==> src/hw/rtl/llwa_pkg.sv <==
// Shared types and codes for the least-loaded work assigner.
`default_nettype none

package llwa_pkg;

  localparam int LOAD_W  = 40;
  localparam int WORK_W  = 32;
  localparam int CFG_W   = 5;
  localparam int CFG_IDX_W = 2;

  localparam logic [CFG_IDX_W-1:0] CFG_IDX_THREAD_COUNT = 2'd0;
  localparam logic [CFG_IDX_W-1:0] CFG_IDX_ASSIGN_MODE  = 2'd1;

  localparam logic [1:0] MODE_ONE_TO_ONE  = 2'd0;
  localparam logic [1:0] MODE_ROUND_ROBIN = 2'd1;
  localparam logic [1:0] MODE_BALANCED    = 2'd2;

  localparam logic [CFG_W-1:0] THREAD_COUNT_RST = 5'd1;
  localparam logic [1:0]       ASSIGN_MODE_RST  = MODE_BALANCED;

  typedef struct packed {
    logic [WORK_W-1:0] workload;
    logic              last_group;
  } in_item_t;

  typedef struct packed {
    logic [3:0]        thread_index;
    logic              assigned;
    logic [7:0]        group_index;
    logic [LOAD_W-1:0] thread_load;
    logic              too_many_groups;
  } out_item_t;

  typedef enum logic [2:0] {
    ST_IDLE,
    ST_REM,
    ST_SETUP,
    ST_SCAN,
    ST_LAST,
    ST_UPDATE
  } state_t;

  typedef struct packed {
    logic take;
    logic setup;
    logic rem_start;
    logic rem_step;
    logic scan_issue;
    logic update;
  } ctl_cmd_t;

  typedef struct packed {
    logic dirty;
    logic rem_done;
    logic scan_last;
    logic out_free;
  } dp_stat_t;

endpackage

`default_nettype wire

==> src/hw/rtl/llwa_ctrl.sv <==
// Sequencer for the work assigner: steps each group through scan and update, with a remainder pass first when needed.
`default_nettype none

module llwa_ctrl (
  input  wire logic                clk,
  input  wire logic                rst_n,
  input  wire logic                in_valid,
  output logic                     in_ready,
  input  wire llwa_pkg::dp_stat_t  stat,
  output llwa_pkg::ctl_cmd_t       cmd
);
  import llwa_pkg::*;

  state_t state_r, state_nxt;

  always_ff @(posedge clk) begin
    if (!rst_n) begin
      state_r <= ST_IDLE;
    end else begin
      state_r <= state_nxt;
    end
  end

  always_comb begin
    state_nxt = state_r;
    case (state_r)
      ST_IDLE: begin
        if (in_valid) begin
          state_nxt = stat.dirty ? ST_REM : ST_SCAN;
        end
      end
      ST_REM: begin
        if (stat.rem_done) begin
          state_nxt = ST_SETUP;
        end
      end
      ST_SETUP: state_nxt = ST_SCAN;
      ST_SCAN: begin
        if (stat.scan_last) begin
          state_nxt = ST_LAST;
        end
      end
      ST_LAST: state_nxt = ST_UPDATE;
      ST_UPDATE: begin
        if (stat.out_free) begin
          state_nxt = ST_IDLE;
        end
      end
      default: state_nxt = ST_IDLE;
    endcase
  end

  always_comb begin
    cmd      = '0;
    in_ready = 1'b0;
    case (state_r)
      ST_IDLE: begin
        in_ready      = 1'b1;
        cmd.take      = in_valid;
        cmd.setup     = in_valid & ~stat.dirty;
        cmd.rem_start = in_valid & stat.dirty;
      end
      ST_REM:    cmd.rem_step   = 1'b1;
      ST_SETUP:  cmd.setup      = 1'b1;
      ST_SCAN:   cmd.scan_issue = 1'b1;
      ST_LAST:   cmd            = '0;
      ST_UPDATE: cmd.update     = stat.out_free;
      default:   cmd            = '0;
    endcase
  end

  // a result is only written once the scan read has drained
  a_update_after_last: assert property (@(posedge clk) disable iff (!rst_n)
    cmd.update |-> ($past(state_r) == ST_LAST || $past(state_r) == ST_UPDATE))
    else $error("update without finished scan");

  a_update_to_idle: assert property (@(posedge clk) disable iff (!rst_n)
    cmd.update |=> state_r == ST_IDLE)
    else $error("sequencer did not return to idle after update");

  a_take_only_idle: assert property (@(posedge clk) disable iff (!rst_n)
    cmd.take |=> (state_r == ST_REM || state_r == ST_SCAN))
    else $error("transfer did not start an item");

endmodule

`default_nettype wire

==> src/hw/rtl/llwa_dp.sv <==
// Datapath: configuration, load memory, group counter, remainder unit, min scan, result register.
`default_nettype none

module llwa_dp #(
  parameter int MAX_THREADS = 16,
  parameter int MAX_GROUPS  = 256,
  parameter int WORK_BITS   = 32
) (
  input  wire logic                                   clk,
  input  wire logic                                   rst_n,
  input  wire logic                                   cfg_we,
  input  wire logic [llwa_pkg::CFG_IDX_W-1:0]         cfg_idx,
  input  wire logic [llwa_pkg::CFG_W-1:0]             cfg_wdata,
  input  wire llwa_pkg::in_item_t                     in_data,
  input  wire llwa_pkg::ctl_cmd_t                     cmd,
  output llwa_pkg::dp_stat_t                          stat,
  output logic                                        out_valid,
  input  wire logic                                   out_ready,
  output llwa_pkg::out_item_t                         out_data
);
  import llwa_pkg::*;

  localparam int TW = $clog2(MAX_THREADS);
  localparam int GW = $clog2(MAX_GROUPS + 1);
  localparam int BW = $clog2(GW);
  localparam int WU = (WORK_BITS < WORK_W) ? WORK_BITS : WORK_W;

  // configuration
  logic [CFG_W-1:0] tc_r;
  logic [1:0]       mode_r;
  logic [CFG_W-1:0] n;

  // item and allocation state
  logic [WU-1:0]    work_r;
  logic             last_r;
  logic [GW-1:0]    g_r;
  logic [TW-1:0]    ptr_r;
  logic             dirty_r;
  logic [TW-1:0]    rem_r;
  logic [BW-1:0]    bc_r;
  logic [TW:0]      rem_t;
  logic [TW-1:0]    rem_nxt;

  // scan
  logic             asg_r;
  logic             over_r;
  logic [TW-1:0]    scan_addr_r;
  logic [TW-1:0]    scan_end_r;
  logic             over_c;
  logic             asg_c;
  logic [TW-1:0]    start_c;
  logic [TW-1:0]    end_c;

  logic [LOAD_W-1:0] mem [MAX_THREADS];
  logic [MAX_THREADS-1:0] vld_r;
  logic [LOAD_W-1:0] rd_data_r;
  logic              rd_ok_r;
  logic [TW-1:0]     rd_idx_r;
  logic              rd_pend_r;
  logic [LOAD_W-1:0] rd_val;
  logic [LOAD_W-1:0] best_r;
  logic [TW-1:0]     best_idx_r;
  logic              first_r;

  logic [LOAD_W:0]   sum;
  logic [LOAD_W-1:0] sat;
  logic              wr_en;

  logic              out_valid_r;
  out_item_t         out_data_r;

  assign n = (tc_r == '0) ? CFG_W'(1)
           : ((32'(tc_r) > MAX_THREADS) ? CFG_W'(MAX_THREADS) : tc_r);

  always_ff @(posedge clk) begin
    if (!rst_n) begin
      tc_r   <= THREAD_COUNT_RST;
      mode_r <= ASSIGN_MODE_RST;
    end else if (cfg_we) begin
      if (cfg_idx == CFG_IDX_THREAD_COUNT) begin
        tc_r <= cfg_wdata;
      end else if (cfg_idx == CFG_IDX_ASSIGN_MODE) begin
        mode_r <= cfg_wdata[1:0];
      end
    end
  end

  always_ff @(posedge clk) begin
    if (cmd.take) begin
      work_r <= in_data.workload[WU-1:0];
      last_r <= in_data.last_group;
    end
  end

  // restoring remainder, one counter bit a cycle: rebuilds g mod n after a thread count change
  assign rem_t   = {rem_r, g_r[bc_r]};
  assign rem_nxt = (32'(rem_t) >= 32'(n)) ? TW'(rem_t - (TW+1)'(n)) : TW'(rem_t);

  always_ff @(posedge clk) begin
    if (cmd.rem_start) begin
      rem_r <= '0;
      bc_r  <= BW'(GW - 1);
    end else if (cmd.rem_step) begin
      rem_r <= rem_nxt;
      bc_r  <= bc_r - 1'b1;
    end
  end

  // per-item setup
  always_comb begin
    over_c  = (32'(g_r) >= MAX_GROUPS);
    asg_c   = 1'b1;
    start_c = '0;
    end_c   = '0;
    if (over_c) begin
      asg_c = 1'b0;
    end else begin
      case (mode_r)
        MODE_ONE_TO_ONE: begin
          asg_c = (32'(g_r) < 32'(n));
          if (asg_c) begin
            start_c = TW'(g_r);
            end_c   = TW'(g_r);
          end
        end
        MODE_ROUND_ROBIN: begin
          start_c = ptr_r;
          end_c   = ptr_r;
        end
        default: begin
          start_c = '0;
          end_c   = TW'(n - 1'b1);
        end
      endcase
    end
  end

  assign rd_val = rd_ok_r ? rd_data_r : '0;

  always_ff @(posedge clk) begin
    if (cmd.setup) begin
      asg_r       <= asg_c;
      over_r      <= over_c;
      scan_addr_r <= start_c;
      scan_end_r  <= end_c;
      first_r     <= 1'b1;
    end else begin
      if (cmd.scan_issue) begin
        scan_addr_r <= scan_addr_r + 1'b1;
      end
      if (rd_pend_r) begin
        first_r <= 1'b0;
        // strict compare keeps the lower index on a tie
        if (first_r || rd_val < best_r) begin
          best_r     <= rd_val;
          best_idx_r <= rd_idx_r;
        end
      end
    end
  end

  assign sum   = {1'b0, best_r} + (LOAD_W+1)'(work_r);
  assign sat   = sum[LOAD_W] ? {LOAD_W{1'b1}} : sum[LOAD_W-1:0];
  assign wr_en = cmd.update & asg_r;

  always_ff @(posedge clk) begin
    if (wr_en) begin
      mem[best_idx_r] <= sat;
    end
    if (cmd.scan_issue) begin
      rd_data_r <= mem[scan_addr_r];
      rd_ok_r   <= vld_r[scan_addr_r];
      rd_idx_r  <= scan_addr_r;
    end
  end

  always_ff @(posedge clk) begin
    if (!rst_n) begin
      rd_pend_r <= 1'b0;
    end else begin
      rd_pend_r <= cmd.scan_issue;
    end
  end

  // allocation state; a last group clears after its result is formed
  always_ff @(posedge clk) begin
    if (!rst_n) begin
      vld_r   <= '0;
      g_r     <= '0;
      ptr_r   <= '0;
      dirty_r <= 1'b0;
    end else begin
      if (cmd.rem_step && bc_r == '0) begin
        ptr_r   <= rem_nxt;
        dirty_r <= 1'b0;
      end
      if (cmd.update) begin
        if (asg_r) begin
          vld_r[best_idx_r] <= 1'b1;
        end
        if (!over_r) begin
          g_r   <= g_r + 1'b1;
          ptr_r <= (32'(ptr_r) + 1 == 32'(n)) ? '0 : ptr_r + 1'b1;
        end
        if (last_r) begin
          vld_r <= '0;
          g_r   <= '0;
          ptr_r <= '0;
        end
      end
      if (cfg_we && cfg_idx == CFG_IDX_THREAD_COUNT) begin
        dirty_r <= 1'b1;
      end
    end
  end

  // result register
  always_ff @(posedge clk) begin
    if (!rst_n) begin
      out_valid_r <= 1'b0;
    end else if (cmd.update) begin
      out_valid_r <= 1'b1;
    end else if (out_ready) begin
      out_valid_r <= 1'b0;
    end
  end

  always_ff @(posedge clk) begin
    if (cmd.update) begin
      out_data_r.thread_index    <= asg_r ? 4'(best_idx_r) : 4'd0;
      out_data_r.assigned        <= asg_r;
      out_data_r.group_index     <= 8'(g_r);
      out_data_r.thread_load     <= asg_r ? sat : '0;
      out_data_r.too_many_groups <= over_r;
    end
  end

  assign out_valid = out_valid_r;
  assign out_data  = out_data_r;

  assign stat.dirty     = dirty_r;
  assign stat.rem_done  = (bc_r == '0);
  assign stat.scan_last = (scan_addr_r == scan_end_r);
  assign stat.out_free  = ~out_valid_r | out_ready;

  a_no_pending_read: assert property (@(posedge clk) disable iff (!rst_n)
    cmd.update |-> !rd_pend_r)
    else $error("update while a scan read is outstanding");

  a_ptr_in_range: assert property (@(posedge clk) disable iff (!rst_n)
    !dirty_r |-> (32'(ptr_r) < 32'(n)))
    else $error("rotate pointer beyond thread count");

  a_counter_bound: assert property (@(posedge clk) disable iff (!rst_n)
    32'(g_r) <= MAX_GROUPS)
    else $error("group counter past saturation");

endmodule

`default_nettype wire

==> src/hw/rtl/least_loaded_work_assigner_unit.sv <==
// Top level of the least-loaded work assigner: sequencer plus datapath.
`default_nettype none

// Each work group transfer on in_* yields one result on out_*. In balanced
// mode (n = active thread count) a group scans all n threads through the
// load memory's single read port, one thread per cycle; one-to-one and
// round-robin groups, and any group past the group limit, read a single
// entry. After a write to thread_count the next group first passes through
// the bit-serial remainder unit that rebuilds the rotate position.
// The result register lets a new group be taken while a result waits.
// Configuration must be written through cfg_we/cfg_idx/cfg_wdata only
// while idle; the block itself does not enforce this.
module least_loaded_work_assigner_unit #(
  parameter int MAX_THREADS = 16,
  parameter int MAX_GROUPS  = 256,
  parameter int WORK_BITS   = 32
) (
  input  wire logic                            clk,
  input  wire logic                            rst_n,
  input  wire logic                            cfg_we,
  input  wire logic [llwa_pkg::CFG_IDX_W-1:0]  cfg_idx,
  input  wire logic [llwa_pkg::CFG_W-1:0]      cfg_wdata,
  input  wire logic                            in_valid,
  output logic                                 in_ready,
  input  wire llwa_pkg::in_item_t              in_data,
  output logic                                 out_valid,
  input  wire logic                            out_ready,
  output llwa_pkg::out_item_t                  out_data
);
  import llwa_pkg::*;

  ctl_cmd_t cmd;
  dp_stat_t stat;

  llwa_ctrl u_ctrl (
    .clk      (clk),
    .rst_n    (rst_n),
    .in_valid (in_valid),
    .in_ready (in_ready),
    .stat     (stat),
    .cmd      (cmd)
  );

  llwa_dp #(
    .MAX_THREADS (MAX_THREADS),
    .MAX_GROUPS  (MAX_GROUPS),
    .WORK_BITS   (WORK_BITS)
  ) u_dp (
    .clk       (clk),
    .rst_n     (rst_n),
    .cfg_we    (cfg_we),
    .cfg_idx   (cfg_idx),
    .cfg_wdata (cfg_wdata),
    .in_data   (in_data),
    .cmd       (cmd),
    .stat      (stat),
    .out_valid (out_valid),
    .out_ready (out_ready),
    .out_data  (out_data)
  );

endmodule

`default_nettype wire
==> config.mk <==
export PLATFORM = sky130hd
export DESIGN_NAME = least_loaded_work_assigner_unit
export DESIGN_NICKNAME = d
export VERILOG_FILES = /design/src/hw/rtl/llwa_pkg.sv /design/src/hw/rtl/llwa_ctrl.sv /design/src/hw/rtl/llwa_dp.sv /design/src/hw/rtl/least_loaded_work_assigner_unit.sv
export SDC_FILE = /design/constraint.sdc
export NUM_CORES = 1
export LEC_CHECK = 0
export BUFFER_PORTS_ARGS = -buffer_cell sky130_fd_sc_hd__buf_4
export CELL_PAD_IN_SITES_DETAIL_PLACEMENT = 1
export CELL_PAD_IN_SITES_GLOBAL_PLACEMENT = 1
export CORE_UTILIZATION = 54
export CTS_BUF_LIST = sky130_fd_sc_hd__clkbuf_16
export CTS_CLUSTER_DIAMETER = 30
export DETAILED_ROUTE_END_ITERATION = 12
export GPL_ROUTABILITY_DRIVEN = 0
export PLACE_DENSITY_LB_ADDON = 0.1
export SYNTH_ARGS = -nofsm -noshare
export SYNTH_HDL_FRONTEND = slang
export SYNTH_SLANG_ARGS = --single-unit
==> constraint.sdc <==
create_clock -name clk -period 6.34 [get_ports clk]
set_input_delay 1.268 -clock clk [delete_from_list [all_inputs] [get_ports clk]]
set_output_delay 1.268 -clock clk [all_outputs]
set_load 0.005 [all_outputs]
==> metrics <==
GRT Util Overall 0.290; Critical Path, Cell by Cell ha_1, inv_1, fa_1, nand2b_1, a21o_1, a31oi_4, a41o_1, a211o_1, nand2_1, and4_4, a21oi_1; largest family of logic cells by synthesized area multiplexers; CTS tree done; DP Area around 0.038 mm2; Worst Setup SP u_dp.best_r[0]; largest area contributor in the netlist edfxtp_1; syn nets between 2k and 2.5k; Slew Limit Fails 0; post-synthesis xor/xnor area fraction 0.0108; number of DRC markers in iteration 0 between 2k and 2.5k; CTS Buf Count between 150 and 200; fin area between 0.04 and 0.05 mm2; Hold Vio Cnt, Final 0; Arr. time, crit path just over 5000 ps; ratio of final minimum period to clock period 0.739; number of global-route vias before repair 22.0k; Clock Tree Root clkbuf_16; post-synthesis sequential area ratio 0.706; Detail Route Antenna Nets 0; top post-synthesis cells by area edfxtp_1 68%, mux4_2 13%, ha_1 3.0%, dfxtp_1 2.8%, and2_1 1.3%; clock-pin slew on the worst setup and hold paths 50 ps; leading cell type in the layout, fill and taps excluded edfxtp_1; drt wl/cell between 30 and 40 um; Synth Area in Adders 0.0309; Top FF cell, synth edfxtp_1; CP peak stage delay approximately 880 ps; Setup Buffers After CTS 0; Worst VDD drop approximately 0.3 mV; #FFs+latches synth 877; # rows between 90 and 100; RSZ-0062 raised after global routing no; final worst slack 1660 ps; top cell type's share of synthesized area 0.678; dpl hpwl ~58000 um; Core Region 0.0670 mm2; max_slew headroom 0.0679; first-pass GRT wire length 144000 um; Detailed Route WL ~97000 um; # IOs just over 100; hold crit path type reg2reg; asr flop ratio synth 0; Syn. warnings 0; Yosys cell types 89; ant diodes 0; port bufs 100; initial antenna violation count 4; Synth Instances just over 2k; WS Path Type reg2reg; PwrDens 407 mW/mm2; H-tree levels 4; slowest cell on the critical path a21oi_1; max-cap viol count 0; cell family with most CP delay compound AO/OA/AOI/OAI gates; Mapped Area ~0.037 mm2; clock sink count 877; Setup Skew around 36 ps; Simple-Gate Fraction of Synth Area 0.0549; Die H approximately 260 um; post-synthesis compound-gate area fraction 0.0481; die width 262 um; Residual DRC 0; Bufs and invs on worst path 1; fin nets between 2k and 2.5k; Max Freq about 210 MHz; Critical Path RT around 6700 ps; share of layout cells above drive strength 1 0.279; EDFF count, synth around 830; RR Startpoint u_dp.best_r[0]; CP Capture Type register; fillcell total between 5k and 6k; Worst setup SP type register; Tightest Pin Transition ~1400 ps; Initial Utilization 0.546; largest net degree at the start of global routing 101; routed via count between 20k and 25k; GR Overflow Total 0; First-pass DRT Iterations 5; Setup violations, final 0; worst-path maximum fanout 19; mux share of post-synthesis cell area 0.131; # hold bufs at CTS 0; min Tclk post-route 4680 ps; Max Buffers Root-to-Sink 3; pre-CTS setup slack ~1700 ps; worst skew pair latency roughly 730 ps; Die Footprint 0.0688 mm2; status complete, no violations; Via density between 6 and 7; CTS-repair resized insts 0; Leak Pwr ~15 nW; Area Overhead vs Synth 20.4%; Worst Hold Launch u_dp.rd_idx_r[0]; syn_area_per_cell 18.2 um2; most frequent cells in the layout 826 x edfxtp_1, 207 x mux4_2, 169 x clkbuf_16, 143 x buf_4, 93 x inv_1; total negative slack 0 ps
## per-layer routing
metal,vias up,track usage,wire (um)
met5,-,0,11
met4,2,0.110,3140
met3,194,0.0633,6910
met2,863,0.465,47600
met1,10700,0.393,39800
li1,8585,-,-
## registers in the layout, summed over array words and instances, names as in the netlist, 5 cells and up
register and count:
u_dp.mem 640, u_dp.out_data 54, u_dp.best_r 40, u_dp.rd_data_r 40, u_dp.work_r 32, u_dp.vld_r 16, u_dp.g_r 9, u_dp.tc_r 5
## final timing paths
kind | endpoint | slack (ps) | cells past startpoint
setup / recovery | u_dp.mem[15][35] | 1660 | 11
hold / removal | u_dp.best_idx_r[0] | 410 | 0
setup reg to reg | u_dp.mem[15][35] | 1660 | 11
hold reg to reg | u_dp.best_idx_r[0] | 410 | 0
## final cells by class
type | count | area, um2 | share of cell area
sequential | 877 | 25800 | 0.587
clock buffer | 169 | 4230 | 0.0961
tap | 873 | 1090 | 0.0248
timing repair buffer | 145 | 1110 | 0.0253
clock inverter | 134 | 1310 | 0.0297
inverter | 66 | 249 | 0.00566
multi-input combinational | 983 | 10200 | 0.232
## cell usage after synthesis, types with 11 or more instances
cell type / count
or2_1: 11
nand2_1: 79
a21oi_1: 92
nand3_1: 12
and2_1: 74
ha_1: 87
a21o_1: 17
o21a_1: 15
nand4_1: 17
dfxtp_1: 51
buf_2: 25
nor3_1: 15
xnor2_1: 22
nor2b_1: 27
o21ai_0: 35
clkbuf_1: 52
edfxtp_1: 826
mux4_2: 207
nor2_1: 84
inv_1: 65
xor2_1: 23
## metrics by stage
stage	hold WS [ps]	total power, mW	std cells	utilization
after floorplan	400	8.61	2015	-
after global placement	401	9.28	2944	0.574
after detailed placement	407	9.36	2944	0.574
after CTS	407	18.0	3247	0.657
after global routing	418	18.4	3247	0.657
final	414	17.9	3247	0.657
## logic make-up after synthesis
kind of cell,after synthesis
flops,877
simple gates,377
compound gates,253
mux,219
buf+inv,155
fa+ha+maj,89
xor+xnor,45
## power by group
group	switching [mW]	internal (mW)	leakage (nW)	total (mW)
combinational	1.37	1.05	4.65	2.42
clock	2.95	5.69	2.80	8.64
sequential	0.104	6.74	7.87	6.84
total	4.42	13.5	15.3	17.9
## worst register-to-register path: stages (launching register included)
cell	delay, ps
edfxtp_1	380
ha_1	240
inv_1	90
fa_1	420
nand2b_1	190
a21o_1	210
a31oi_4	210
a41o_1	370
a211o_1	190
nand2_1	620
and4_4	520
a21oi_1	880
Note: power is estimated with default switching activity, not from simulation.
